$ cat src/rtl/cvam_pkg.sv
// Shared types, constants and arctangent table for the CORDIC angle/magnitude block.
package cvam_pkg;

   // Datapath widths: folded operands carry 38 bits after the guard shift
   localparam int XW          = 41;
   localparam int ZW          = 28;
   localparam int TW          = 30;
   localparam int AW          = 27;
   localparam int ANGLE_WIDTH = 25;
   localparam int ATAN_WIDTH  = 27;
   localparam int LO_WIDTH    = 20;
   localparam int HI_WIDTH    = XW - 1 - LO_WIDTH;
   localparam int GAIN_WIDTH  = 24;
   localparam int SW          = 66;

   // Gain 0.6072529 in Q24
   localparam logic [GAIN_WIDTH-1:0] GAIN_Q24 = 24'd10188013;

   // Angle constants, degrees
   localparam logic signed [TW-1:0] HALF_TURN_Q20 = 30'sd188743680;
   localparam logic signed [TW-1:0] FULL_TURN_Q20 = 30'sd377487360;
   localparam logic signed [TW-1:0] ANG_ROUND     = 30'sd8;
   localparam logic signed [AW-1:0] TURN_Q16      = 27'sd23592960;

   // atan(2^-i) in degrees, Q20
   localparam logic [ATAN_WIDTH-1:0] ATAN_TABLE [0:31] = '{
      27'd47185920, 27'd27855475, 27'd14718068, 27'd7471121,
      27'd3750058,  27'd1876857,  27'd938658,   27'd469357,
      27'd234682,   27'd117342,   27'd58671,    27'd29335,
      27'd14668,    27'd7334,     27'd3667,     27'd1833,
      27'd917,      27'd458,      27'd229,      27'd115,
      27'd57,       27'd29,       27'd14,       27'd7,
      27'd4,        27'd2,        27'd1,        27'd0,
      27'd0,        27'd0,        27'd0,        27'd0
   };

   // How the input vector was folded into the first quadrant
   typedef enum logic [1:0] {
      FOLD_NONE,      // angle = a
      FOLD_MIRROR_X,  // angle = 180 - a
      FOLD_MIRROR_Y,  // angle = 360 - a
      FOLD_ROTATE     // angle = 180 + a
   } fold_type;

   // Control travelling alongside each pipeline stage
   typedef struct packed {
      logic     valid;
      fold_type fold;
      logic     axis;   // positive x axis or origin
   } ctrl_type;

endpackage

$ cat src/rtl/cvam_rotate.sv
// One CORDIC vectoring micro-rotation, registered.
module cvam_rotate #(
   parameter int DATA_WIDTH = 20,
   parameter int STAGE      = 0
) (
   input  logic                             clock,
   input  logic                             reset,
   input  logic                             advance,
   input  cvam_pkg::ctrl_type               up_ctrl,
   input  logic signed [cvam_pkg::XW-1:0]   up_x,
   input  logic signed [cvam_pkg::XW-1:0]   up_y,
   input  logic signed [cvam_pkg::ZW-1:0]   up_z,
   input  logic [DATA_WIDTH-1:0]            up_axis_mag,
   output cvam_pkg::ctrl_type               ctrl_ff,
   output logic signed [cvam_pkg::XW-1:0]   x_ff,
   output logic signed [cvam_pkg::XW-1:0]   y_ff,
   output logic signed [cvam_pkg::ZW-1:0]   z_ff,
   output logic [DATA_WIDTH-1:0]            axis_mag_ff
);
   import cvam_pkg::*;

   localparam logic signed [ZW-1:0] STEP_ANGLE = {1'b0, ATAN_TABLE[STAGE]};

   logic signed [XW-1:0] dx, dy, x_in, y_in;
   logic signed [ZW-1:0] z_in;

   // Rotate towards the x axis; x stays positive so both shifts are arithmetic
   always_comb begin
      dx = up_y >>> STAGE;
      dy = up_x >>> STAGE;
      if (!up_y[XW-1]) begin
         x_in = up_x + dx;
         y_in = up_y - dy;
         z_in = up_z + STEP_ANGLE;
      end else begin
         x_in = up_x - dx;
         y_in = up_y + dy;
         z_in = up_z - STEP_ANGLE;
      end
   end

   always_ff @(posedge clock) begin
      if (reset) begin
         ctrl_ff.valid <= 1'b0;
      end else if (advance) begin
         ctrl_ff.valid <= up_ctrl.valid;
      end
   end

   always_ff @(posedge clock) begin
      if (advance) begin
         ctrl_ff.fold <= up_ctrl.fold;
         ctrl_ff.axis <= up_ctrl.axis;
         x_ff         <= x_in;
         y_ff         <= y_in;
         z_ff         <= z_in;
         axis_mag_ff  <= up_axis_mag;
      end
   end

endmodule

$ cat config.mk
export PLATFORM = sky130hd
export DESIGN_NAME = cvam_rotate
export DESIGN_NICKNAME = d
export VERILOG_FILES = /design/src/rtl/cvam_pkg.sv /design/src/rtl/cvam_rotate.sv
export SDC_FILE = /design/constraint.sdc
export NUM_CORES = 1
export LEC_CHECK = 0
export BUFFER_PORTS_ARGS = -buffer_cell sky130_fd_sc_hd__buf_2
export CORE_MARGIN = 2
export CORE_UTILIZATION = 40
export DETAILED_ROUTE_END_ITERATION = 16
export HOLD_SLACK_MARGIN = 0.06
export PLACE_DENSITY = 0.62
export SYNTH_ARGS = -nofsm -noshare
export SYNTH_HDL_FRONTEND = slang
export SYNTH_SLANG_ARGS = --single-unit
$ cat constraint.sdc
create_clock -name clock -period 3.85 [get_ports clock]
set_input_delay 0.5775 -clock clock [delete_from_list [all_inputs] [get_ports clock]]
set_output_delay 0.5775 -clock clock [all_outputs]
set_load 0.02 [all_outputs]
==> metrics.log <==
[metrics] outcome: completed
[metrics] total CTS buffers: 17
[metrics] later-pin clock latency in the skew report: 0.43 ns
[metrics] I/O pin count: 271
[metrics] path length in cells of the critical path: 14
[metrics] via count of the first global-routing pass: 11247
[metrics] proportion of synthesized flip-flops having asynchronous set or reset: 0%
[metrics] Worst Reg-to-Reg Cells: 2
[metrics] endpoint of the worst-slack reg-to-reg timing path: ctrl_ff[3]
[metrics] area growth from synthesis to final layout: 22.5%
[metrics] post-synthesis register bit count: between 100 and 150
[metrics] slowest library cell on the worst path: sky130_fd_sc_hd__nor4_1
[metrics] routed vias/inst: 5.59
[metrics] worst hold slack across all endpoints: 0.300 ns
[metrics] Rows: 63
[metrics] clock tree root driver cell: sky130_fd_sc_hd__clkbuf_16
[metrics] total detailed-routing wirelength: 41.4 mm
[metrics] fraction of layout instances using a drive strength above 1: 24.5%
[metrics] Longest Clk Path Bufs: 2
[metrics] number of cells on the worst hold path: 2
[metrics] slack of the worst reg-to-reg path: between 3 and 4 ns
[metrics] Initial Util: 40.4%
[metrics] Reg2Reg Launch Point: ctrl_ff[3]
[metrics] CTS HTree Levels: 4
[metrics] first-pass detailed-route iteration total: 5
[metrics] Die Span X: 176 µm
[metrics] number of DRC violations after detailed-routing iteration 0: ~1100
[metrics] Total Negative Setup Slacks: 0 ns
[metrics] Worst Hold Class: in -> reg
[metrics] nets: 1906
[metrics] Worst Path Buf+Inv: 3
[metrics] setup repair after global routing missed its margin: false
[metrics] final clock skew: 0 ns
[metrics] critical path's most frequent cell: sky130_fd_sc_hd__buf_4
[metrics] type of origin of the critical path: input port
[metrics] Critical Setup Path Class: in -> reg
[metrics] Post-synth top flop: sky130_fd_sc_hd__edfxtp_1
[metrics] HPWL after detailed placement: 33.2 mm
[metrics] worst min-delay path endpoint: ctrl_ff[3]
[metrics] final worst path period share: 88.6%
[metrics] largest fanout on the critical path: 4
[metrics] first-pass GRT wire length: about 64 mm
[metrics] register area share after synthesis: 33.6%
[metrics] antenna viol nets, final: 0
[metrics] Worst Path Required: 4.04 ns
[metrics] pin count of the biggest net entering global routing: a little under 80
[metrics] Clock transition at path regs: 0.07 ns
[metrics] Worst-Margin Slew: 0.865 ns
[metrics] buffers inserted by post-CTS timing repair: 0
[metrics] Die Outline Area: roughly 31000 µm²
[metrics] final hold viol count: 0
[metrics] Yosys Warn Count: 0
[metrics] initial antenna violation count: 0
[metrics] GRT Residual Overflow: 0
[metrics] stage delay of the slowest cell on the critical path: around 0.60 ns
[metrics] Mean Syn Cell Area: 8.84 µm²
[metrics] kind of capture point of the worst setup path: flop
[metrics] syn nets: 1609
[metrics] number of buffers inserted by port buffering: 270
[metrics] DRC Markers: 0
[metrics] post-synthesis instance area: 11900 µm²
[metrics] Sink Count: 133
[metrics] max-capacitance violation count: 0
[metrics] Min Clock Period, post-route: about 3.4 ns
[metrics] launch point of the worst hold path: reset
[metrics] final number of max-transition violations: 0
[metrics] Crit path arrival time: 3.60 ns
[metrics] Setup violations, final: 0
[metrics] clock tree from TritonCTS: built
[metrics] FF/Latch Area: 3980 µm²
[metrics] Ant. Diodes: 0
[metrics] hold-fix buffer count after cts: 0
[metrics] Overall Global Routing Usage: 26.3%
[metrics] cts repair resizes: 0
[metrics] maximum operating frequency: a little under 300 MHz
[metrics] power density relative to cell area: between 300 and 400 nW/µm²
[metrics] maximum vdd drop: about 0.00028 V
[metrics] standby leakage power: 6.47 nW
[metrics] critical path, cell by cell: buf_2, ha_1, fa_1, nor2b_1, o211ai_2, a211oi_1, nor4_1, o21ai_1, buf_4, a21oi_1, buf_4, o21bai_1, mux2i_1, xnor2_1
[metrics] start point of the critical path: up_x[0]
[metrics] gate count after technology mapping: 1342
[metrics] Max-slew headroom: 42.3%
[metrics] area of combinational cells with multiple inputs: 7100 µm²
[metrics] number of flops mapped to enable cells by yosys: 132
[metrics] count of fill cells added during filler insertion: 2802
[metrics] total vias in the final route: 11416
[metrics] WL per Instance: 20.3 µm
[metrics] RD Place Congestion: 0.989
[metrics] die boundary height: 176 µm
[metrics] Core Footprint: 29400 µm²
[metrics] Top delay family on crit path: compound AO/OA/AOI/OAI gates
[metrics] number of distinct standard cells referenced by the synthesized netlist: 82
==> layout by cell type, fill, tap and decap left out, types with 5 or more instances in the layout <==
master,netlist,layout
sky130_fd_sc_hd__buf_2,22,268
sky130_fd_sc_hd__o221ai_1,5,5
sky130_fd_sc_hd__clkinv_1,3,5
sky130_fd_sc_hd__o21a_1,15,15
sky130_fd_sc_hd__a21o_1,27,27
sky130_fd_sc_hd__clkbuf_16,0,17
sky130_fd_sc_hd__nor4_1,12,12
sky130_fd_sc_hd__a211o_1,5,5
sky130_fd_sc_hd__o21ai_1,11,11
sky130_fd_sc_hd__o21ai_0,67,67
sky130_fd_sc_hd__edfxtp_1,132,132
sky130_fd_sc_hd__nand3_1,17,17
sky130_fd_sc_hd__inv_2,5,5
sky130_fd_sc_hd__o21bai_1,29,29
sky130_fd_sc_hd__or3_1,7,7
sky130_fd_sc_hd__ha_1,126,126
sky130_fd_sc_hd__inv_1,126,126
sky130_fd_sc_hd__xor2_1,12,12
sky130_fd_sc_hd__o31ai_1,20,20
sky130_fd_sc_hd__nand2_1,71,71
sky130_fd_sc_hd__a21oi_1,174,174
sky130_fd_sc_hd__xnor2_1,73,73
sky130_fd_sc_hd__nor2b_1,13,13
sky130_fd_sc_hd__o211ai_1,13,13
sky130_fd_sc_hd__nor3_1,24,24
sky130_fd_sc_hd__nor2_1,116,116
sky130_fd_sc_hd__nand2b_1,16,16
sky130_fd_sc_hd__buf_4,6,68
sky130_fd_sc_hd__o22ai_1,5,5
sky130_fd_sc_hd__o211a_1,5,5
sky130_fd_sc_hd__nand4_1,25,25
sky130_fd_sc_hd__mux2i_1,20,20
sky130_fd_sc_hd__a211oi_1,12,12
sky130_fd_sc_hd__a31oi_1,7,7
==> flip-flops by register name, indices dropped and copies added, names as in the netlist <==
| name | count |
|---|---|
| axis_mag_ff | 20 |
| ctrl_ff | 4 |
| x_ff | 41 |
| y_ff | 40 |
| z_ff | 28 |
==> layer usage <==
layer  wire length, µm  track usage (%)  up-vias
li1                  -                -     5436
met1             18800             36.1     5464
met2             19000             43.5      473
met3              2820             3.81       43
met4               783             6.96        0
met5                 0                0        -
==> through the flow <==
step	total power, mW	cells	cell area [µm²]	setup slack, ns	util, %
after floorplan	3.24	1342	11900	0.821	-
after global placement	4.02	2010	13900	0.0892	47.4
after detailed placement	4.02	2010	13900	0.0788	47.4
after CTS	5.74	2042	14500	0.529	49.5
after global routing	5.99	2042	14500	0.330	49.5
final	5.72	2042	14500	0.441	49.5
==> Yosys cell counts (all sizes together) (4+ instances only) <==
master  count  area share (%)
a211o       5            0.37
a211oi     13            0.86
a21boi      4            0.25
a21o       27             1.7
a21oi     177             7.6
a221oi      4            0.40
a311oi      6            0.55
a31oi       8            0.47
and2        4            0.21
buf        34             1.6
clkbuf     25            0.79
edfxtp    132              33
fa          4            0.67
ha        126              13
inv       131             4.1
mux2i      20             1.7
nand2      73             2.4
nand2b     16            0.84
nand3      17            0.72
nand3b      5            0.35
nand4      25             1.3
nor2      117             3.7
nor2b      13            0.69
nor3       25             1.1
nor4       14            0.84
o211a       5            0.42
o211ai     14            0.93
o21a       15            0.95
o21ai      78             3.3
o21bai     29             1.8
o221ai      5            0.37
o22ai       6            0.37
o311ai      7            0.52
o31ai      24             1.7
or3         7            0.37
xnor2      73             5.4
xor2       12            0.89
==> where the power goes <==
part	internal, mW	switching, mW	total (mW)
registers	1.86	0.0667	1.93
logic	0.754	1.34	2.09
clock network	0.972	0.728	1.70
total	3.59	2.13	5.72
==> area by class of cell <==
cell class                 instances  area share (%)
multi-input combinational       1016            48.8
sequential                       133            27.4
timing repair buffer             337            12.9
inverter                         134            3.46
tap                              390            3.36
clock buffer                      17            2.93
clock inverter                    15            1.16
==> worst reg2reg max path, stage by stage, from the launching register on <==
cell	delay (ns)
sky130_fd_sc_hd__dfxtp_1	0.31
sky130_fd_sc_hd__mux2i_1	0.12
sky130_fd_sc_hd__nor2_1	0.05
==> cell families after synthesis <==
kind of cell | count (synthesis) | share of synthesized area [%]
flops | 133 | 33.6
compound gates | 453 | 24.7
buf+inv | 193 | 6.59
mux | 20 | 1.69
simple gates | 328 | 13.2
fa+ha+maj | 130 | 14.0
xor+xnor | 85 | 6.27
==> worst max-delay path by stage <==
stage,end,slack [ns]
4_1_cts,y_ff[32],0.53
2_1_floorplan,y_ff[38],0.82
3_5_place_dp,y_ff[32],0.08
5_1_grt,y_ff[32],0.33
3_3_place_gp,x_ff[40],0.09
6_report,y_ff[32],0.44
Note: power is estimated with default switching activity, not from simulation.
