[config.mk]
export PLATFORM = sky130hd
export DESIGN_NAME = cvam_finish
export DESIGN_NICKNAME = d
export VERILOG_FILES = /design/src/rtl/cvam_pkg.sv /design/src/rtl/cvam_finish.sv
export SDC_FILE = /design/constraint.sdc
export NUM_CORES = 2
export LEC_CHECK = 0
export BUFFER_PORTS_ARGS = -buffer_cell sky130_fd_sc_hd__buf_2
export CAP_MARGIN = 10
export CORE_MARGIN = 4
export CORE_UTILIZATION = 69
export DETAILED_ROUTE_END_ITERATION = 12
export GPL_ROUTABILITY_DRIVEN = 0
export HOLD_SLACK_MARGIN = 0.06
export PLACE_DENSITY = 0.89
export SLEW_MARGIN = 15
export SYNTH_ARGS = -nofsm -noshare
export SYNTH_HDL_FRONTEND = slang
export SYNTH_SLANG_ARGS = --single-unit
[constraint.sdc]
create_clock -name clock -period 13.5 [get_ports clock]
set_input_delay 2.7 -clock clock [delete_from_list [all_inputs] [get_ports clock]]
set_output_delay 2.7 -clock clock [all_outputs]
set_load 0.005 [all_outputs]
[src/rtl/cvam_pkg.sv]
// Shared types, constants and arctangent table for the CORDIC angle/magnitude block.
package cvam_pkg;

   // Datapath widths: folded operands carry 38 bits after the guard shift
   localparam int XW          = 41;
   localparam int ZW          = 28;
   localparam int TW          = 30;
   localparam int AW          = 27;
   localparam int ANGLE_WIDTH = 25;
   localparam int ATAN_WIDTH  = 27;
   localparam int LO_WIDTH    = 20;
   localparam int HI_WIDTH    = XW - 1 - LO_WIDTH;
   localparam int GAIN_WIDTH  = 24;
   localparam int SW          = 66;

   // Gain 0.6072529 in Q24
   localparam logic [GAIN_WIDTH-1:0] GAIN_Q24 = 24'd10188013;

   // Angle constants, degrees
   localparam logic signed [TW-1:0] HALF_TURN_Q20 = 30'sd188743680;
   localparam logic signed [TW-1:0] FULL_TURN_Q20 = 30'sd377487360;
   localparam logic signed [TW-1:0] ANG_ROUND     = 30'sd8;
   localparam logic signed [AW-1:0] TURN_Q16      = 27'sd23592960;

   // atan(2^-i) in degrees, Q20
   localparam logic [ATAN_WIDTH-1:0] ATAN_TABLE [0:31] = '{
      27'd47185920, 27'd27855475, 27'd14718068, 27'd7471121,
      27'd3750058,  27'd1876857,  27'd938658,   27'd469357,
      27'd234682,   27'd117342,   27'd58671,    27'd29335,
      27'd14668,    27'd7334,     27'd3667,     27'd1833,
      27'd917,      27'd458,      27'd229,      27'd115,
      27'd57,       27'd29,       27'd14,       27'd7,
      27'd4,        27'd2,        27'd1,        27'd0,
      27'd0,        27'd0,        27'd0,        27'd0
   };

   // How the input vector was folded into the first quadrant
   typedef enum logic [1:0] {
      FOLD_NONE,      // angle = a
      FOLD_MIRROR_X,  // angle = 180 - a
      FOLD_MIRROR_Y,  // angle = 360 - a
      FOLD_ROTATE     // angle = 180 + a
   } fold_type;

   // Control travelling alongside each pipeline stage
   typedef struct packed {
      logic     valid;
      fold_type fold;
      logic     axis;   // positive x axis or origin
   } ctrl_type;

endpackage

[src/rtl/cvam_finish.sv]
// Output stages: gain multiply, quadrant unfold, rounding, wrap and saturation.
module cvam_finish #(
   parameter int DATA_WIDTH = 20
) (
   input  logic                                 clock,
   input  logic                                 reset,
   input  logic                                 advance,
   input  cvam_pkg::ctrl_type                   up_ctrl,
   input  logic signed [cvam_pkg::XW-1:0]       up_x,
   input  logic signed [cvam_pkg::ZW-1:0]       up_z,
   input  logic [DATA_WIDTH-1:0]                up_axis_mag,
   output logic                                 valid_ff,
   output logic [cvam_pkg::ANGLE_WIDTH-1:0]     angle_ff,
   output logic [DATA_WIDTH-1:0]                mag_ff
);
   import cvam_pkg::*;

   localparam int GUARD = 38 - DATA_WIDTH;
   localparam int MW    = DATA_WIDTH + 2;
   localparam int PW    = LO_WIDTH + GAIN_WIDTH;
   localparam logic [SW-1:0] MAG_ROUND = SW'(1) << (23 + GUARD);

   // Stage A: partial products and unfolded angle
   logic                    a_valid_ff, a_axis_ff;
   logic [PW-1:0]           a_lo_ff, a_hi_ff;
   logic signed [TW-1:0]    a_total_ff, a_total_in, zx;
   logic [DATA_WIDTH-1:0]   a_axis_mag_ff;

   // Stage B: summed magnitude and rounded angle
   logic                    b_valid_ff, b_axis_ff;
   logic [MW-1:0]           b_mag_ff;
   logic signed [AW-1:0]    b_ang_ff;
   logic [DATA_WIDTH-1:0]   b_axis_mag_ff;
   logic [SW-1:0]           b_sum;
   logic signed [TW-1:0]    b_round;

   // Stage C: wrap and saturate
   logic signed [AW-1:0]    c_wrap;
   logic [ANGLE_WIDTH-1:0]  angle_in;
   logic [DATA_WIDTH-1:0]   mag_in;

   always_comb begin
      zx = TW'(up_z);
      case (up_ctrl.fold)
         FOLD_NONE:     a_total_in = zx;
         FOLD_MIRROR_X: a_total_in = HALF_TURN_Q20 - zx;
         FOLD_MIRROR_Y: a_total_in = FULL_TURN_Q20 - zx;
         FOLD_ROTATE:   a_total_in = HALF_TURN_Q20 + zx;
         default:       a_total_in = zx;
      endcase
   end

   always_comb begin
      b_sum   = {{(SW - PW - LO_WIDTH){1'b0}}, a_hi_ff, {LO_WIDTH{1'b0}}}
              + {{(SW - PW){1'b0}}, a_lo_ff} + MAG_ROUND;
      b_round = a_total_ff + ANG_ROUND;
   end

   always_comb begin
      if (b_ang_ff < 0) begin
         c_wrap = b_ang_ff + TURN_Q16;
      end else if (b_ang_ff >= TURN_Q16) begin
         c_wrap = b_ang_ff - TURN_Q16;
      end else begin
         c_wrap = b_ang_ff;
      end
      if (b_axis_ff || c_wrap < 0 || c_wrap >= TURN_Q16) begin
         angle_in = '0;
      end else begin
         angle_in = c_wrap[ANGLE_WIDTH-1:0];
      end
      if (b_axis_ff) begin
         mag_in = b_axis_mag_ff;
      end else if (|b_mag_ff[MW-1:DATA_WIDTH]) begin
         mag_in = '1;
      end else begin
         mag_in = b_mag_ff[DATA_WIDTH-1:0];
      end
   end

   // Valid bits
   always_ff @(posedge clock) begin
      if (reset) begin
         a_valid_ff <= 1'b0;
         b_valid_ff <= 1'b0;
         valid_ff   <= 1'b0;
      end else if (advance) begin
         a_valid_ff <= up_ctrl.valid;
         b_valid_ff <= a_valid_ff;
         valid_ff   <= b_valid_ff;
      end
   end

   // Payload registers
   always_ff @(posedge clock) begin
      if (advance) begin
         a_lo_ff       <= PW'(up_x[LO_WIDTH-1:0]) * PW'(GAIN_Q24);
         a_hi_ff       <= PW'(up_x[XW-2:LO_WIDTH]) * PW'(GAIN_Q24);
         a_total_ff    <= a_total_in;
         a_axis_ff     <= up_ctrl.axis;
         a_axis_mag_ff <= up_axis_mag;
         b_mag_ff      <= b_sum[24 + GUARD +: MW];
         // floor shift keeps the sign of a negative total
         b_ang_ff      <= {b_round[TW-1], b_round[TW-1:4]};
         b_axis_ff     <= a_axis_ff;
         b_axis_mag_ff <= a_axis_mag_ff;
         angle_ff      <= angle_in;
         mag_ff        <= mag_in;
      end
   end

endmodule
==> summary.txt <==
Timing
  – Final Cycle Share: 69.9%
  – Setup_tns: 0 ns
  – Final worst path period need: 9.43 ns
  – Max Freq: 0.106 GHz
  – RSZ-0062 raised after global routing: no
  – Least-Margin Pin Slew: 1.05 ns
  – Final setup vio count: 0
  – Fin. Hold Viols: 0
  – Slew Limit Fails: 0
  – Relative slew margins: 30.0%
  – Clock Skews: 0.0189 ns

Global routing
  – Vias in the first global route: 21100
  – Total global-route track usage: 30.0%
  – Initial antenna violation count: 3
  – Pin count of the biggest net entering global routing: 147
  – Global route overflow: 0
  – First-pass GRT wire length: 105000 µm

Yosys
  – Asr flop ratio synth: 0%
  – Mapped Area: 27900 µm²
  – Syn nets: 3463
  – Yosys top cell by area: fa_1
  – Most common flop cell mapped by yosys: edfxtp_1
  – Cells after Synth: 2511
  – Top cell type's share of synthesized area: 29.3%
  – Yosys warns: 0
  – Synth top area cells: fa_1 29%, edfxtp_1 25%, ha_1 20%, inv_1 8.2%, xnor2_1 2.3%
  – Post-synthesis sequential area ratio: 25.0%
  – Post-synth EDFFs: 230
  – Post-synth cell types: 67
  – #FFs+latches synth: 233
  – Syn avg cell area: 11.1 µm²

Critical path
  – Crit path launch type: input pin
  – WS Path Type: input pin to register
  – Crit. End Element: register
  – CP required: 13.76 ns
  – Critical path peak fanout: 7
  – Crit path arrival time: 9.70 ns
  – R2r setup slk: 9.51 ns

Floorplan
  – CORE AREA: 39800 µm²
  – Die X: 209 µm
  – Die area: 43700 µm²
  – Row Count: 73
  – I/O pin count: 142
  – Initial Util: 70.1%
  – Die height: 209 µm

Min path
  – Type of the worst min-delay path: register to register

CTS
  – H-Tree Depth: 1
  – Clock Tree Root: clkbuf_16
  – Clk buf depth: 3
  – Hold Buf Count CTS: 0
  – Clock latency on the worst-skew pair: 0.52 ns
  – Post-CTS Setup Inserts: 0
  – Sink Count: 233
  – CTS tree: yes
  – Inserted Clock Buffers: 23
  – Worst-path clk slew: 0.06 ns
  – Post-CTS resize count: 0

Routing
  – Routed Antenna Nets: 0
  – Vias/cell: 5.88
  – Vias: 18800
  – Pre-antenna DRT Iters: 6
  – 1st-iter DRT viols: 1417
  – DR WL/cell: 20.0 µm
  – Drt drc: 0
  – Total Wirelength: 64100 µm

Outcome
  – Run status: finished, final reports clean

Placement
  – Port bufs: 140
  – Hpwl dp: 54100 µm

Layout
  – Final nets: 3606
  – Area growth, synth to finish: 7.05%
  – Layout cells sized above 1: 7.08%
  – Fillers: 2453

Run
  – Max cap viols: 0
## cells in the final DEF, fill, tap and decap left out, drive strengths merged, types with 4 or more instances in the layout
| cell type | count |
|---|---|
| a211oi | 9 |
| a21o | 37 |
| a21oi | 99 |
| a221oi | 4 |
| a31oi | 10 |
| and2 | 32 |
| and3 | 15 |
| and4 | 6 |
| buf | 141 |
| clkbuf | 28 |
| clkinv | 12 |
| diode | 4 |
| edfxtp | 230 |
| fa | 408 |
| ha | 448 |
| inv | 612 |
| mux2i | 4 |
| nand2 | 78 |
| nand2b | 21 |
| nand3 | 26 |
| nand4 | 22 |
| nor2 | 98 |
| nor2b | 11 |
| nor3 | 22 |
| nor4 | 10 |
| o211ai | 7 |
| o21a | 12 |
| o21ai | 72 |
| o21bai | 7 |
| o31ai | 9 |
| or2 | 7 |
| or3 | 7 |
| xnor2 | 72 |
| xor2 | 45 |
## synthesized netlist by cell type (4+ instances only)
cell        n
nand2_1    78
a21o_1     37
or3_1       7
o31ai_1     9
clkbuf_1   22
or2_2       6
edfxtp_1  230
inv_1     611
o21bai_1    7
a21oi_1    99
nor2_1     97
nand2b_1   20
a31oi_1    10
mux2i_1     4
and4_1      6
a221oi_1    4
a211oi_1    9
ha_1      448
nand4_1    22
xnor2_1    72
nor3_1     22
nor4_1     10
o21ai_0    71
and2_1     32
nor2b_1    11
fa_1      408
o211ai_1    7
xor2_1     45
o21a_1     12
nand3_1    26
and3_1     14
## metal layers
metal | GRT usage [%] | up-vias | share of wire [%]
met1 | 36.1 | 9130 | 37
met2 | 52.6 | 929 | 50
met3 | 4.79 | 264 | 7.2
li1 | - | 8491 | -
met4 | 15.0 | 0 | 6.1
met5 | 0 | - | 0
## final timing paths
path	startpoint	end	depth (start not counted)
max reg2reg	a_lo_ff[22]$_DFFE_PP_	b_mag_ff[21]$_DFFE_PP_	12
min reg2reg	a_axis_ff$_DFFE_PP_	b_axis_ff$_DFFE_PP_	0
max	up_x[29]	a_hi_ff[42]$_DFFE_PP_	25
min	a_axis_ff$_DFFE_PP_	b_axis_ff$_DFFE_PP_	0
## flip-flops by register name, summed over array words and instances (netlist names)
name	count
a_axis_ff	1
b_axis_ff	1
mag_ff	20
a_hi_ff	44
a_lo_ff	24
valid_ff	1
angle_ff	25
a_total_ff	27
b_valid_ff	1
b_ang_ff	26
a_axis_mag_ff	20
b_mag_ff	22
b_axis_mag_ff	20
a_valid_ff	1
## logic make-up (layout without fill, tap and decap cells)
kind of cell,Yosys count,after routing,synth area share [%]
adders and majority gates,856,856,49.3
buffers and inverters,635,794,8.54
and+or+nand+nor,362,362,6.52
AOI/OAI and AO/OA,304,304,6.85
DFF,233,233,25.0
xor gates and xnor gates,117,117,3.67
muxes,4,4,0.143
other,0,4,0
## metrics by stage
| stage | util [%] | setup WS, ns | hold WS [ns] | cell area [µm²] | std cells |
|---|---|---|---|---|---|
| 2_1_floorplan | - | 4.80 | 0.400 | 27900 | 2511 |
| 3_3_place_gp | 73.3 | 3.98 | 0.403 | 29200 | 3154 |
| 3_5_place_dp | 73.3 | 3.72 | 0.405 | 29200 | 3154 |
| 4_1_cts | 75.0 | 4.24 | 0.414 | 29900 | 3195 |
| 5_1_grt | 75.1 | 3.76 | 0.423 | 29900 | 3198 |
| 6_report | 75.1 | 4.07 | 0.414 | 29900 | 3199 |
## worst max-delay path, cell delays in order
cell and delay, ns:
buf_2 0.20, ha_1 0.39, inv_1 0.16, fa_1 0.52, inv_1 0.05, fa_1 0.51
inv_1 0.05, fa_1 0.48, inv_1 0.07, fa_1 0.60, inv_1 0.08, fa_1 0.54
inv_1 0.05, ha_1 0.29, ha_1 0.37, o21ai_0 0.15, a211oi_1 0.33, o311ai_0 0.24
a31oi_1 0.36, o211ai_1 0.20, a311oi_1 0.48, nor2_1 0.14, o21ai_0 0.41, a31oi_1 0.17
xnor2_1 0.15
## final cells by class
cell class / count / area [µm²] / area share, %
Antenna cell: 4 / 10.0 / 0.0335
Multi-Input combinational cell: 1643 / 18600 / 62.1
Clock inverter: 13 / 77.6 / 0.260
Sequential cell: 233 / 6970 / 23.3
Tap cell: 525 / 657 / 2.20
Inverter: 612 / 2300 / 7.69
Clock buffer: 28 / 594 / 1.99
Timing Repair Buffer: 141 / 718 / 2.40
Power is not shown: default switching activity piles up to over one toggle a cycle in this logic, so the estimate is an artifact.
