$ cat config.mk
export PLATFORM = sky130hd
export DESIGN_NAME = cvam_fold
export DESIGN_NICKNAME = d
export VERILOG_FILES = /design/src/rtl/cvam_pkg.sv /design/src/rtl/cvam_fold.sv
export SDC_FILE = /design/constraint.sdc
export NUM_CORES = 1
export LEC_CHECK = 0
export ABC_CLOCK_PERIOD_IN_PS = 1800
export BUFFER_PORTS_ARGS = -buffer_cell sky130_fd_sc_hd__buf_2
export CORE_UTILIZATION = 40
export DETAILED_ROUTE_END_ITERATION = 16
export PLACE_DENSITY = 0.82
export SYNTH_ARGS = -nofsm -noshare
export SYNTH_HDL_FRONTEND = slang
export SYNTH_SLANG_ARGS = --single-unit
$ cat constraint.sdc
create_clock -name clock -period 1.8 [get_ports clock]
set_clock_uncertainty 0.2 [all_clocks]
set_input_delay 0 -clock clock [delete_from_list [all_inputs] [get_ports clock]]
set_output_delay 0 -clock clock [all_outputs]
set_load 0.005 [all_outputs]
$ cat src/rtl/cvam_pkg.sv
// Shared types, constants and arctangent table for the CORDIC angle/magnitude block.
package cvam_pkg;

   // Datapath widths: folded operands carry 38 bits after the guard shift
   localparam int XW          = 41;
   localparam int ZW          = 28;
   localparam int TW          = 30;
   localparam int AW          = 27;
   localparam int ANGLE_WIDTH = 25;
   localparam int ATAN_WIDTH  = 27;
   localparam int LO_WIDTH    = 20;
   localparam int HI_WIDTH    = XW - 1 - LO_WIDTH;
   localparam int GAIN_WIDTH  = 24;
   localparam int SW          = 66;

   // Gain 0.6072529 in Q24
   localparam logic [GAIN_WIDTH-1:0] GAIN_Q24 = 24'd10188013;

   // Angle constants, degrees
   localparam logic signed [TW-1:0] HALF_TURN_Q20 = 30'sd188743680;
   localparam logic signed [TW-1:0] FULL_TURN_Q20 = 30'sd377487360;
   localparam logic signed [TW-1:0] ANG_ROUND     = 30'sd8;
   localparam logic signed [AW-1:0] TURN_Q16      = 27'sd23592960;

   // atan(2^-i) in degrees, Q20
   localparam logic [ATAN_WIDTH-1:0] ATAN_TABLE [0:31] = '{
      27'd47185920, 27'd27855475, 27'd14718068, 27'd7471121,
      27'd3750058,  27'd1876857,  27'd938658,   27'd469357,
      27'd234682,   27'd117342,   27'd58671,    27'd29335,
      27'd14668,    27'd7334,     27'd3667,     27'd1833,
      27'd917,      27'd458,      27'd229,      27'd115,
      27'd57,       27'd29,       27'd14,       27'd7,
      27'd4,        27'd2,        27'd1,        27'd0,
      27'd0,        27'd0,        27'd0,        27'd0
   };

   // How the input vector was folded into the first quadrant
   typedef enum logic [1:0] {
      FOLD_NONE,      // angle = a
      FOLD_MIRROR_X,  // angle = 180 - a
      FOLD_MIRROR_Y,  // angle = 360 - a
      FOLD_ROTATE     // angle = 180 + a
   } fold_type;

   // Control travelling alongside each pipeline stage
   typedef struct packed {
      logic     valid;
      fold_type fold;
      logic     axis;   // positive x axis or origin
   } ctrl_type;

endpackage

$ cat src/rtl/cvam_fold.sv
// Input stage: folds the request vector into the first quadrant and registers it.
module cvam_fold #(
   parameter int DATA_WIDTH = 20
) (
   input  logic                             clock,
   input  logic                             reset,
   input  logic                             advance,
   input  logic                             req_valid,
   input  logic signed [DATA_WIDTH-1:0]     x,
   input  logic signed [DATA_WIDTH-1:0]     y,
   output cvam_pkg::ctrl_type               ctrl_ff,
   output logic signed [cvam_pkg::XW-1:0]   x_ff,
   output logic signed [cvam_pkg::XW-1:0]   y_ff,
   output logic [DATA_WIDTH-1:0]            axis_mag_ff
);
   import cvam_pkg::*;

   localparam int GUARD = 38 - DATA_WIDTH;
   localparam int PAD   = XW - DATA_WIDTH - 1 - GUARD;

   logic signed [DATA_WIDTH:0] xe, ye;
   logic [DATA_WIDTH:0]        ax, ay;
   logic                       x_neg, y_zero, y_pos;
   ctrl_type                   ctrl_in;

   // Absolute values and quadrant decode
   always_comb begin
      xe      = {x[DATA_WIDTH-1], x};
      ye      = {y[DATA_WIDTH-1], y};
      x_neg   = x[DATA_WIDTH-1];
      y_zero  = (y == '0);
      y_pos   = !y[DATA_WIDTH-1] && !y_zero;
      ax      = x_neg ? unsigned'(-xe) : unsigned'(xe);
      ay      = y[DATA_WIDTH-1] ? unsigned'(-ye) : unsigned'(ye);
      ctrl_in.valid = req_valid;
      ctrl_in.axis  = !x_neg && y_zero;
      if (!x_neg && y_pos) begin
         ctrl_in.fold = FOLD_NONE;
      end else if (x_neg && y_pos) begin
         ctrl_in.fold = FOLD_MIRROR_X;
      end else if (!x_neg) begin
         ctrl_in.fold = FOLD_MIRROR_Y;
      end else begin
         ctrl_in.fold = FOLD_ROTATE;
      end
   end

   // Stage register
   always_ff @(posedge clock) begin
      if (reset) begin
         ctrl_ff.valid <= 1'b0;
      end else if (advance) begin
         ctrl_ff.valid <= ctrl_in.valid;
      end
   end

   always_ff @(posedge clock) begin
      if (advance) begin
         ctrl_ff.fold <= ctrl_in.fold;
         ctrl_ff.axis <= ctrl_in.axis;
         x_ff         <= {{PAD{1'b0}}, ax, {GUARD{1'b0}}};
         y_ff         <= {{PAD{1'b0}}, ay, {GUARD{1'b0}}};
         axis_mag_ff  <= ax[DATA_WIDTH-1:0];
      end
   end

endmodule

==> flow_summary.rst, run 1 <==
.. list-table::
   :header-rows: 1

   * - Metric
     - Value
   * - Register area share after synthesis
     - 51.7%
   * - Clk root buf
     - clkbuf_8
   * - Number of antenna violations at the first check in global routing
     - 0
   * - Static leakage
     - 1.58 nW
   * - Register-to-register path setup slack
     - 440 ps
   * - Horizontal die dimension
     - 83.4 um
   * - Post-CTS setup buffers
     - 0
   * - Maximum number of pins on one net before global-route repair
     - 47
   * - Drt via density
     - 4.69
   * - CP Launch Type
     - primary input
   * - Cell family contributing the most delay on the critical path
     - buffers and inverters
   * - GRT Residual Overflow
     - 0
   * - Post-route antenna net violation count
     - 0
   * - I/O pin total
     - 150
   * - Count of buffers inserted at the top-level ports
     - 109
   * - Mean instance size in the synthesized netlist
     - 11.4 um^2
   * - Crit end category
     - flop
   * - Cell accounting for the most synthesized area
     - edfxtp_1
   * - Effective utilization at floorplan
     - 41.5%
   * - Peak supply drop
     - 0.000468 V
   * - YS warnings
     - 0
   * - CTS tree
     - built
   * - Number of H-tree levels
     - 2
   * - Failing checks
     - negative setup slack
   * - Number of flops mapped to enable cells by yosys
     - 45
   * - Average wire length per cell after detail routing
     - 12.9 um
   * - Buffer levels on the longest clock path
     - 2
   * - Y dimension of the die
     - 83.4 um
   * - Max Transition Viols Final
     - 0
   * - CTS Sinks
     - 46
   * - Number of synthesized register bits
     - 46
   * - Minimum period implied by the final worst setup slack
     - 1800 ps
   * - Fraction of final layout cells sized beyond drive strength 1
     - 36.3%
   * - Post-detailed-routing wire length
     - 5980 um
   * - Final Hold Viols
     - 0
   * - Area growth from synthesis to layout
     - 40.8%
   * - FMAX
     - 0.555 GHz
   * - Antenna diode count
     - 0
   * - Number of CTS-inserted buffers
     - 5
   * - Worst hold-check path type
     - primary input to flop
   * - Hold worst-path end
     - axis_mag_ff[1]
   * - Number of fillers in the final layout
     - 528
   * - Most used standard cells in the synthesized netlist
     - buf_4, edfxtp_1, xnor2_1
   * - Count of final setup violators
     - 1
   * - Vias in the first global route
     - 2015
   * - Result of the run
     - finished, violations left
   * - Clock Pin Slew Worst Setup and Hold Paths
     - 80 ps
   * - Worst Path Buf+Inv
     - 2
   * - Final worst-path cycle share
     - 100%
   * - Final net count
     - 433
   * - Mapped cell area
     - 2650 um^2
   * - Arrival time at the worst endpoint
     - 1650 ps
   * - Gate Count Post-Synth
     - 233
   * - Router iterations before antenna repair
     - 4
   * - Routability cong.
     - 0.794
   * - List of cells traversed by the critical path
     - buf_2 -> or4_1 -> o41ai_2 -> xnor2_1 -> dlygate4sd3_1
   * - Required time of the worst setup path
     - 1650 ps
   * - Std-Cell Core Area
     - 6390 um^2
   * - Worst-path fanout max
     - 6
   * - Unrepaired setup endpoints after global routing
     - yes
   * - Iteration-0 DRC count of the detailed router
     - 57
   * - Fin worst setup slack
     - -2.38 ps
   * - Share of Yosys cell area claimed by the top area cell type
     - 51.0%
   * - Cell count of the worst hold path
     - 5
   * - Number of placement rows
     - 29
   * - Max Cap Viol
     - 0
   * - Worst reg-to-reg path cell count
     - 3
   * - Critical hold path startpoint
     - x[0]
   * - Cell variety after synth
     - 28
   * - Total DRC errors in the routed layout
     - 0
   * - Ys async rst share
     - 0%
   * - End of the worst register-to-register path
     - ctrl_ff[3]
   * - Worst reg2reg startpoint
     - ctrl_ff[3]
   * - Most frequently used cell type in the post-synthesis netlist
     - buf_4
   * - Power per cell area
     - 715 nW/um^2
   * - Setup slack at placement
     - -32.5 ps
   * - Vias
     - 2181
   * - Biggest area contributors in the synthesized netlist
     - edfxtp_1, buf_4, xnor2_1
   * - Sum of internal, switching and leakage power
     - 2.67 mW
   * - Latest clock arrival within the worst-skew pair
     - 290 ps
   * - Full die area
     - 6950 um^2
   * - Post-synth top flop
     - edfxtp_1
   * - CP Class
     - primary input to flop
   * - Longest individual stage delay on the worst path
     - 570 ps
   * - Post-DP HPWL
     - 3980 um
   * - Global-route usage over all layers
     - 16.5%
   * - Slowest stage cell, crit path
     - dlygate4sd3_1
   * - Global-route wire length before repair
     - 8950 um
## what timing repair did
action / in CTS / in global routing
resized for setup: 0 / 9
hold buffers: 49 / 0
endpoints found under the hold margin: 70 / 0
endpoints found under the setup margin: 0 / 8
## metrics by stage
stage                     instances  TNS [ps]  hold WS, ps  util [%]  cell area, um^2
after global routing            465     -70.1         20.7      58.4             3730
after global placement          408     -11.1        -42.1      48.3             3090
final                           465     -2.38         12.9      58.4             3730
after detailed placement        408     -32.5        -34.5      48.3             3090
after CTS                       465         0         5.90      57.8             3690
after floorplan                 274         0         -128         -             2800
## worst max-delay path by stage
stage          start               to  slack, ps  depth (start not counted)
4_1_cts         x[8]  axis_mag_ff[17]         10                          7
3_5_place_dp    y[5]       ctrl_ff[0]        -30                          5
6_report        x[2]   axis_mag_ff[7]         -2                          5
3_3_place_gp   y[11]       ctrl_ff[0]        -10                          5
2_1_floorplan  y[11]       ctrl_ff[0]        100                          4
5_1_grt         x[6]   axis_mag_ff[9]        -50                          7
## placed cells by master, fill, tap and decap left out, types with 2 or more instances in the layout
cell type      count
o21ai_0            9
edfxtp_1          45
clkinvlp_4         2
nand4_1            3
o31ai_2            3
conb_1            42
or3_4              2
ha_1               2
nor3_1             4
nor2_1             5
nor4_1             5
nand3_1            4
clkbuf_8           5
nand2_1           20
dlygate4sd3_1     49
o21ai_1            2
buf_2            109
o31ai_1            8
xnor2_1           34
buf_4             12
nand2b_1           4
inv_1              5
## logic make-up after synthesis
kind of cell | after synthesis | synth area share (%)
AOI/OAI and AO/OA | 24 | 5.85
DFF | 46 | 51.7
other | 1 | 0.142
xor gates and xnor gates | 34 | 11.2
muxes | 1 | 0.378
adders and majority gates | 2 | 0.944
buffers and inverters | 70 | 18.4
and+or+nand+nor | 55 | 11.3
## flip-flops by register name (all words and copies together) (netlist names)
register,count
y_ff,21
x_ff,1
axis_mag_ff,20
ctrl_ff,4
## metal layers
metal	vias to the layer above	global-route usage, %	share of wire, %
li1	1022	-	-
met1	1019	17.0	37
met2	127	31.1	52
met3	13	4.77	8.5
met4	0	6.58	2.4
met5	-	0	0
## report_power, final
part           internal [mW]  switching (mW)
logic                  0.298           0.261
clock network          0.413           0.358
registers               1.30          0.0367
total                   2.01           0.655
## layout make-up
| class | instances | area, um^2 | area share (%) |
|---|---|---|---|
| well taps | 77 | 96.3 | 2.58 |
| multi-input cells | 158 | 985 | 26.4 |
| clock inverters | 3 | 45.0 | 1.21 |
| inverters | 5 | 18.8 | 0.503 |
| clock buffers | 5 | 68.8 | 1.84 |
| flip-flops and latches | 46 | 1370 | 36.8 |
| repair buffers | 171 | 1150 | 30.7 |
## tightest hold or removal path, delay by kind of cell
kind | cells | cell delay (ps)
buf+inv | 2 | 180
compound gates | 1 | 50
simple gates | 1 | 40
fa+ha+maj | 1 | 120
Note: power is estimated with default switching activity, not from simulation.
==> run 2, diff against run 1 <==
--- a/config.mk
+++ b/config.mk
@@ -7,9 +7,13 @@
 export LEC_CHECK = 0
 export ABC_CLOCK_PERIOD_IN_PS = 1800
 export BUFFER_PORTS_ARGS = -buffer_cell sky130_fd_sc_hd__buf_2
-export CORE_UTILIZATION = 40
+export CELL_PAD_IN_SITES_DETAIL_PLACEMENT = 0
+export CELL_PAD_IN_SITES_GLOBAL_PLACEMENT = 2
+export CORE_UTILIZATION = 23
 export DETAILED_ROUTE_END_ITERATION = 16
-export PLACE_DENSITY = 0.82
+export PLACE_DENSITY = 0.81
+export SKIP_CTS_REPAIR_TIMING = 1
 export SYNTH_ARGS = -nofsm -noshare
 export SYNTH_HDL_FRONTEND = slang
 export SYNTH_SLANG_ARGS = --single-unit
+export TNS_END_PERCENT = 1
==> flow_summary.rst, run 2 (same netlist as run 1, synthesis figures left out) <==
.. list-table::
   :header-rows: 1

   * - Metric
     - Value
   * - Result of the run
     - finished, violations left (unchanged)
   * - Failing checks
     - negative hold slack (was negative setup slack)
   * - Buffer levels on the longest clock path
     - 2 (unchanged)
   * - Full die area
     - 12000 um^2 (was 6950 um^2)
   * - Worst hold-check path type
     - primary input to flop (unchanged)
   * - Cell family contributing the most delay on the critical path
     - simple AND/OR/NAND/NOR gates (was buffers and inverters)
   * - Y dimension of the die
     - 109 um (was 83.4 um)
   * - Slowest stage cell, crit path
     - dlygate4sd3_1 (unchanged)
   * - Antenna diode count
     - 0 (unchanged)
   * - Fraction of power consumed by combinational cells
     - 19.4% (was 20.9%)
   * - Unrepaired setup endpoints after global routing
     - no (was yes)
   * - Largest reg by FF count
     - y_ff (unchanged)
   * - Most common cell after layout, fill and taps aside
     - buf_2 (unchanged)
   * - Router iterations before antenna repair
     - 4 (unchanged)
   * - List of cells traversed by the critical path
     - dlygate4sd3_1 -> buf_2 -> or3_4 -> or4_4 -> nor3_2 (was buf_2 -> or4_1 -> o41ai_2 -> xnor2_1 -> dlygate4sd3_1)
   * - Power spent charging and discharging nets
     - 678 uW (was 655 uW)
   * - Number of antenna violations at the first check in global routing
     - 0 (unchanged)
   * - Iteration-0 DRC count of the detailed router
     - 80 (was 57)
   * - Worst reg-to-reg path cell count
     - 3 (unchanged)
   * - Std-Cell Core Area
     - 11000 um^2 (was 6390 um^2)
   * - CTS Sinks
     - 46 (unchanged)
   * - Number of gates on the worst path with buffers counted
     - 5 (unchanged)
   * - Worst-path fanout max
     - 4 (was 6)
   * - End-of-flow core utilization
     - 34.5% (was 58.4%)
   * - Clk root buf
     - clkbuf_16 (was clkbuf_8)
   * - Largest registers ranked by flip-flop count
     - y_ff: 21 flops, axis_mag_ff: 20 flops, ctrl_ff: 4 flops (unchanged)
   * - Final Hold Viols
     - 3 (was 0)
   * - Routability cong.
     - 0.743 (was 0.794)
   * - Area growth from synthesis to layout
     - 43.8% (was 40.8%)
   * - Number of CTS-inserted buffers
     - 5 (unchanged)
   * - Longest individual stage delay on the worst path
     - 530 ps (was 570 ps)
   * - Final worst hold slack
     - -44.5 ps (was 12.9 ps)
   * - Fraction of final layout cells sized beyond drive strength 1
     - 35.1% (was 36.3%)
   * - Switching portion of total power
     - 24.4% (was 24.6%)
   * - Maximum number of pins on one net before global-route repair
     - 47 (unchanged)
   * - Post-DP HPWL
     - 4500 um (was 3980 um)
   * - Average wire length per cell after detail routing
     - 11.9 um (was 12.9 um)
   * - Vias
     - 2104 (was 2181)
   * - Peak supply drop
     - 0.000337 V (was 0.000468 V)
   * - Latest clock arrival within the worst-skew pair
     - 280 ps (was 290 ps)
   * - Final design instance area without fill
     - 3810 um^2 (was 3730 um^2)
   * - Placement-stage cell area
     - 3190 um^2 (was 3090 um^2)
   * - I/O pin total
     - 150 (unchanged)
   * - Int Pwr
     - 2.10 mW (was 2.01 mW)
   * - FMAX
     - 0.578 GHz (was 0.555 GHz)
   * - Final worst-path cycle share
     - 96.1% (was 100%)
   * - Count of placed standard cells in the final layout, fillers left out
     - 530 (was 465)
   * - Leading cell types in the layout, fill and taps excluded
     - buf_2, dlygate4sd3_1, edfxtp_1, conb_1, xnor2_1 (unchanged)
   * - Post-route antenna net violation count
     - 0 (unchanged)
   * - CP Launch Type
     - primary input (unchanged)
   * - Global-route usage over all layers
     - 9.17% (was 16.5%)
   * - CTS tree
     - built (unchanged)
   * - Count of buffers inserted at the top-level ports
     - 109 (unchanged)
   * - Clk network pwr share
     - 32.5% (was 28.9%)
   * - Max Transition Viols Final
     - 0 (unchanged)
   * - CP Class
     - primary input to flop (unchanged)
   * - Power per cell area
     - 729 nW/um^2 (was 715 nW/um^2)
   * - Effective utilization at floorplan
     - 24.0% (was 41.5%)
   * - Global-route wire length before repair
     - 7970 um (was 8950 um)
   * - Number of placement rows
     - 38 (was 29)
   * - Minimum period implied by the final worst setup slack
     - 1730 ps (was 1800 ps)
   * - Drt via density
     - 3.97 (was 4.69)
   * - Crit end category
     - flop (unchanged)
   * - Worst Path Buf+Inv
     - 2 (unchanged)
   * - # placed instances
     - 474 (was 408)
   * - Flip-flop count of the largest register after layout
     - 21 (unchanged)
   * - Total DRC errors in the routed layout
     - 0 (unchanged)
   * - Static leakage
     - 1.60 nW (was 1.58 nW)
   * - Post-detailed-routing wire length
     - 6320 um (was 5980 um)
   * - Horizontal die dimension
     - 109 um (was 83.4 um)
   * - Register-to-register path setup slack
     - 460 ps (was 440 ps)
   * - Cell count of the worst hold path
     - 3 (was 5)
   * - Portion of total power attributed to sequential cells
     - 48.1% (was 50.2%)
   * - Clock Pin Slew Worst Setup and Hold Paths
     - 70 ps (was 80 ps)
   * - Count of final setup violators
     - 0 (was 1)
   * - Number of H-tree levels
     - 2 (unchanged)
   * - GRT Residual Overflow
     - 0 (unchanged)
   * - Final net count
     - 435 (was 433)
   * - Required time of the worst setup path
     - 1740 ps (was 1650 ps)
   * - Vias in the first global route
     - 1603 (was 2015)
   * - Arrival time at the worst endpoint
     - 1670 ps (was 1650 ps)
   * - Max Cap Viol
     - 0 (unchanged)
run 2: cell types whose count changed in the layout (fill, tap and decap cells not counted), moves of 2 or more:
cell,change
buf_4,+3
clkbuf_16,+5
clkbuf_8,-5
o21ai_0,+2
o21ai_1,-2
o31ai_1,+3
o31ai_2,-3
run 2: area by class of cell:
type | count | area (um^2)
Clock inverter | 3 | 16.3
Multi-Input combinational cell | 158 | 945
Sequential cell | 46 | 1370
Clock buffer | 5 | 125
Timing Repair Buffer | 173 | 1160
Inverter | 5 | 18.8
Tap cell | 140 | 175
Fill cell | 1122 | 7220
run 2: layer usage:
layer | part of all wire (%) | track usage (%) | up-vias | wire length, um
met2 | 49 | 16.3 | 113 | 3120
met4 | 0.84 | 3.14 | 0 | 53
met5 | 0 | 0 | - | 0
li1 | - | - | 1031 | -
met3 | 9.4 | 3.91 | 5 | 593
met1 | 40 | 9.68 | 955 | 2550
run 2: power by group through the flow:
stage          Sequential [mW]  Combinational (mW)  Clock [mW]
2_1_floorplan             1.38               0.276           0
5_1_grt                   1.35               0.604       0.984
6_report                  1.34               0.539       0.903
3_5_place_dp              1.36               0.457           0
3_3_place_gp              1.36               0.454           0
4_1_cts                   1.34               0.458       0.947
run 2: through the flow:
step	total power, mW	worst slack (ps)	setup TNS [ps]
2_1_floorplan	1.65	97.3	0
3_3_place_gp	1.81	-29.2	-58.1
3_5_place_dp	1.82	-119	-202
4_1_cts	2.74	189	0
5_1_grt	2.94	7.51	0
6_report	2.78	69.9	0
run 2: worst reg2reg max path, cell delays in order, from the launching register on:
cell and delay [ps]:
dfxtp_1 310, mux2i_1 120, nor2_1 50, dlygate4sd3_1 550
run 2: worst paths after layout:
check	start	end
hold / removal	y[7]	y_ff[26]
hold reg to reg	ctrl_ff[3]	ctrl_ff[3]
setup reg to reg	ctrl_ff[3]	ctrl_ff[3]
setup / recovery	y[16]	ctrl_ff[0]
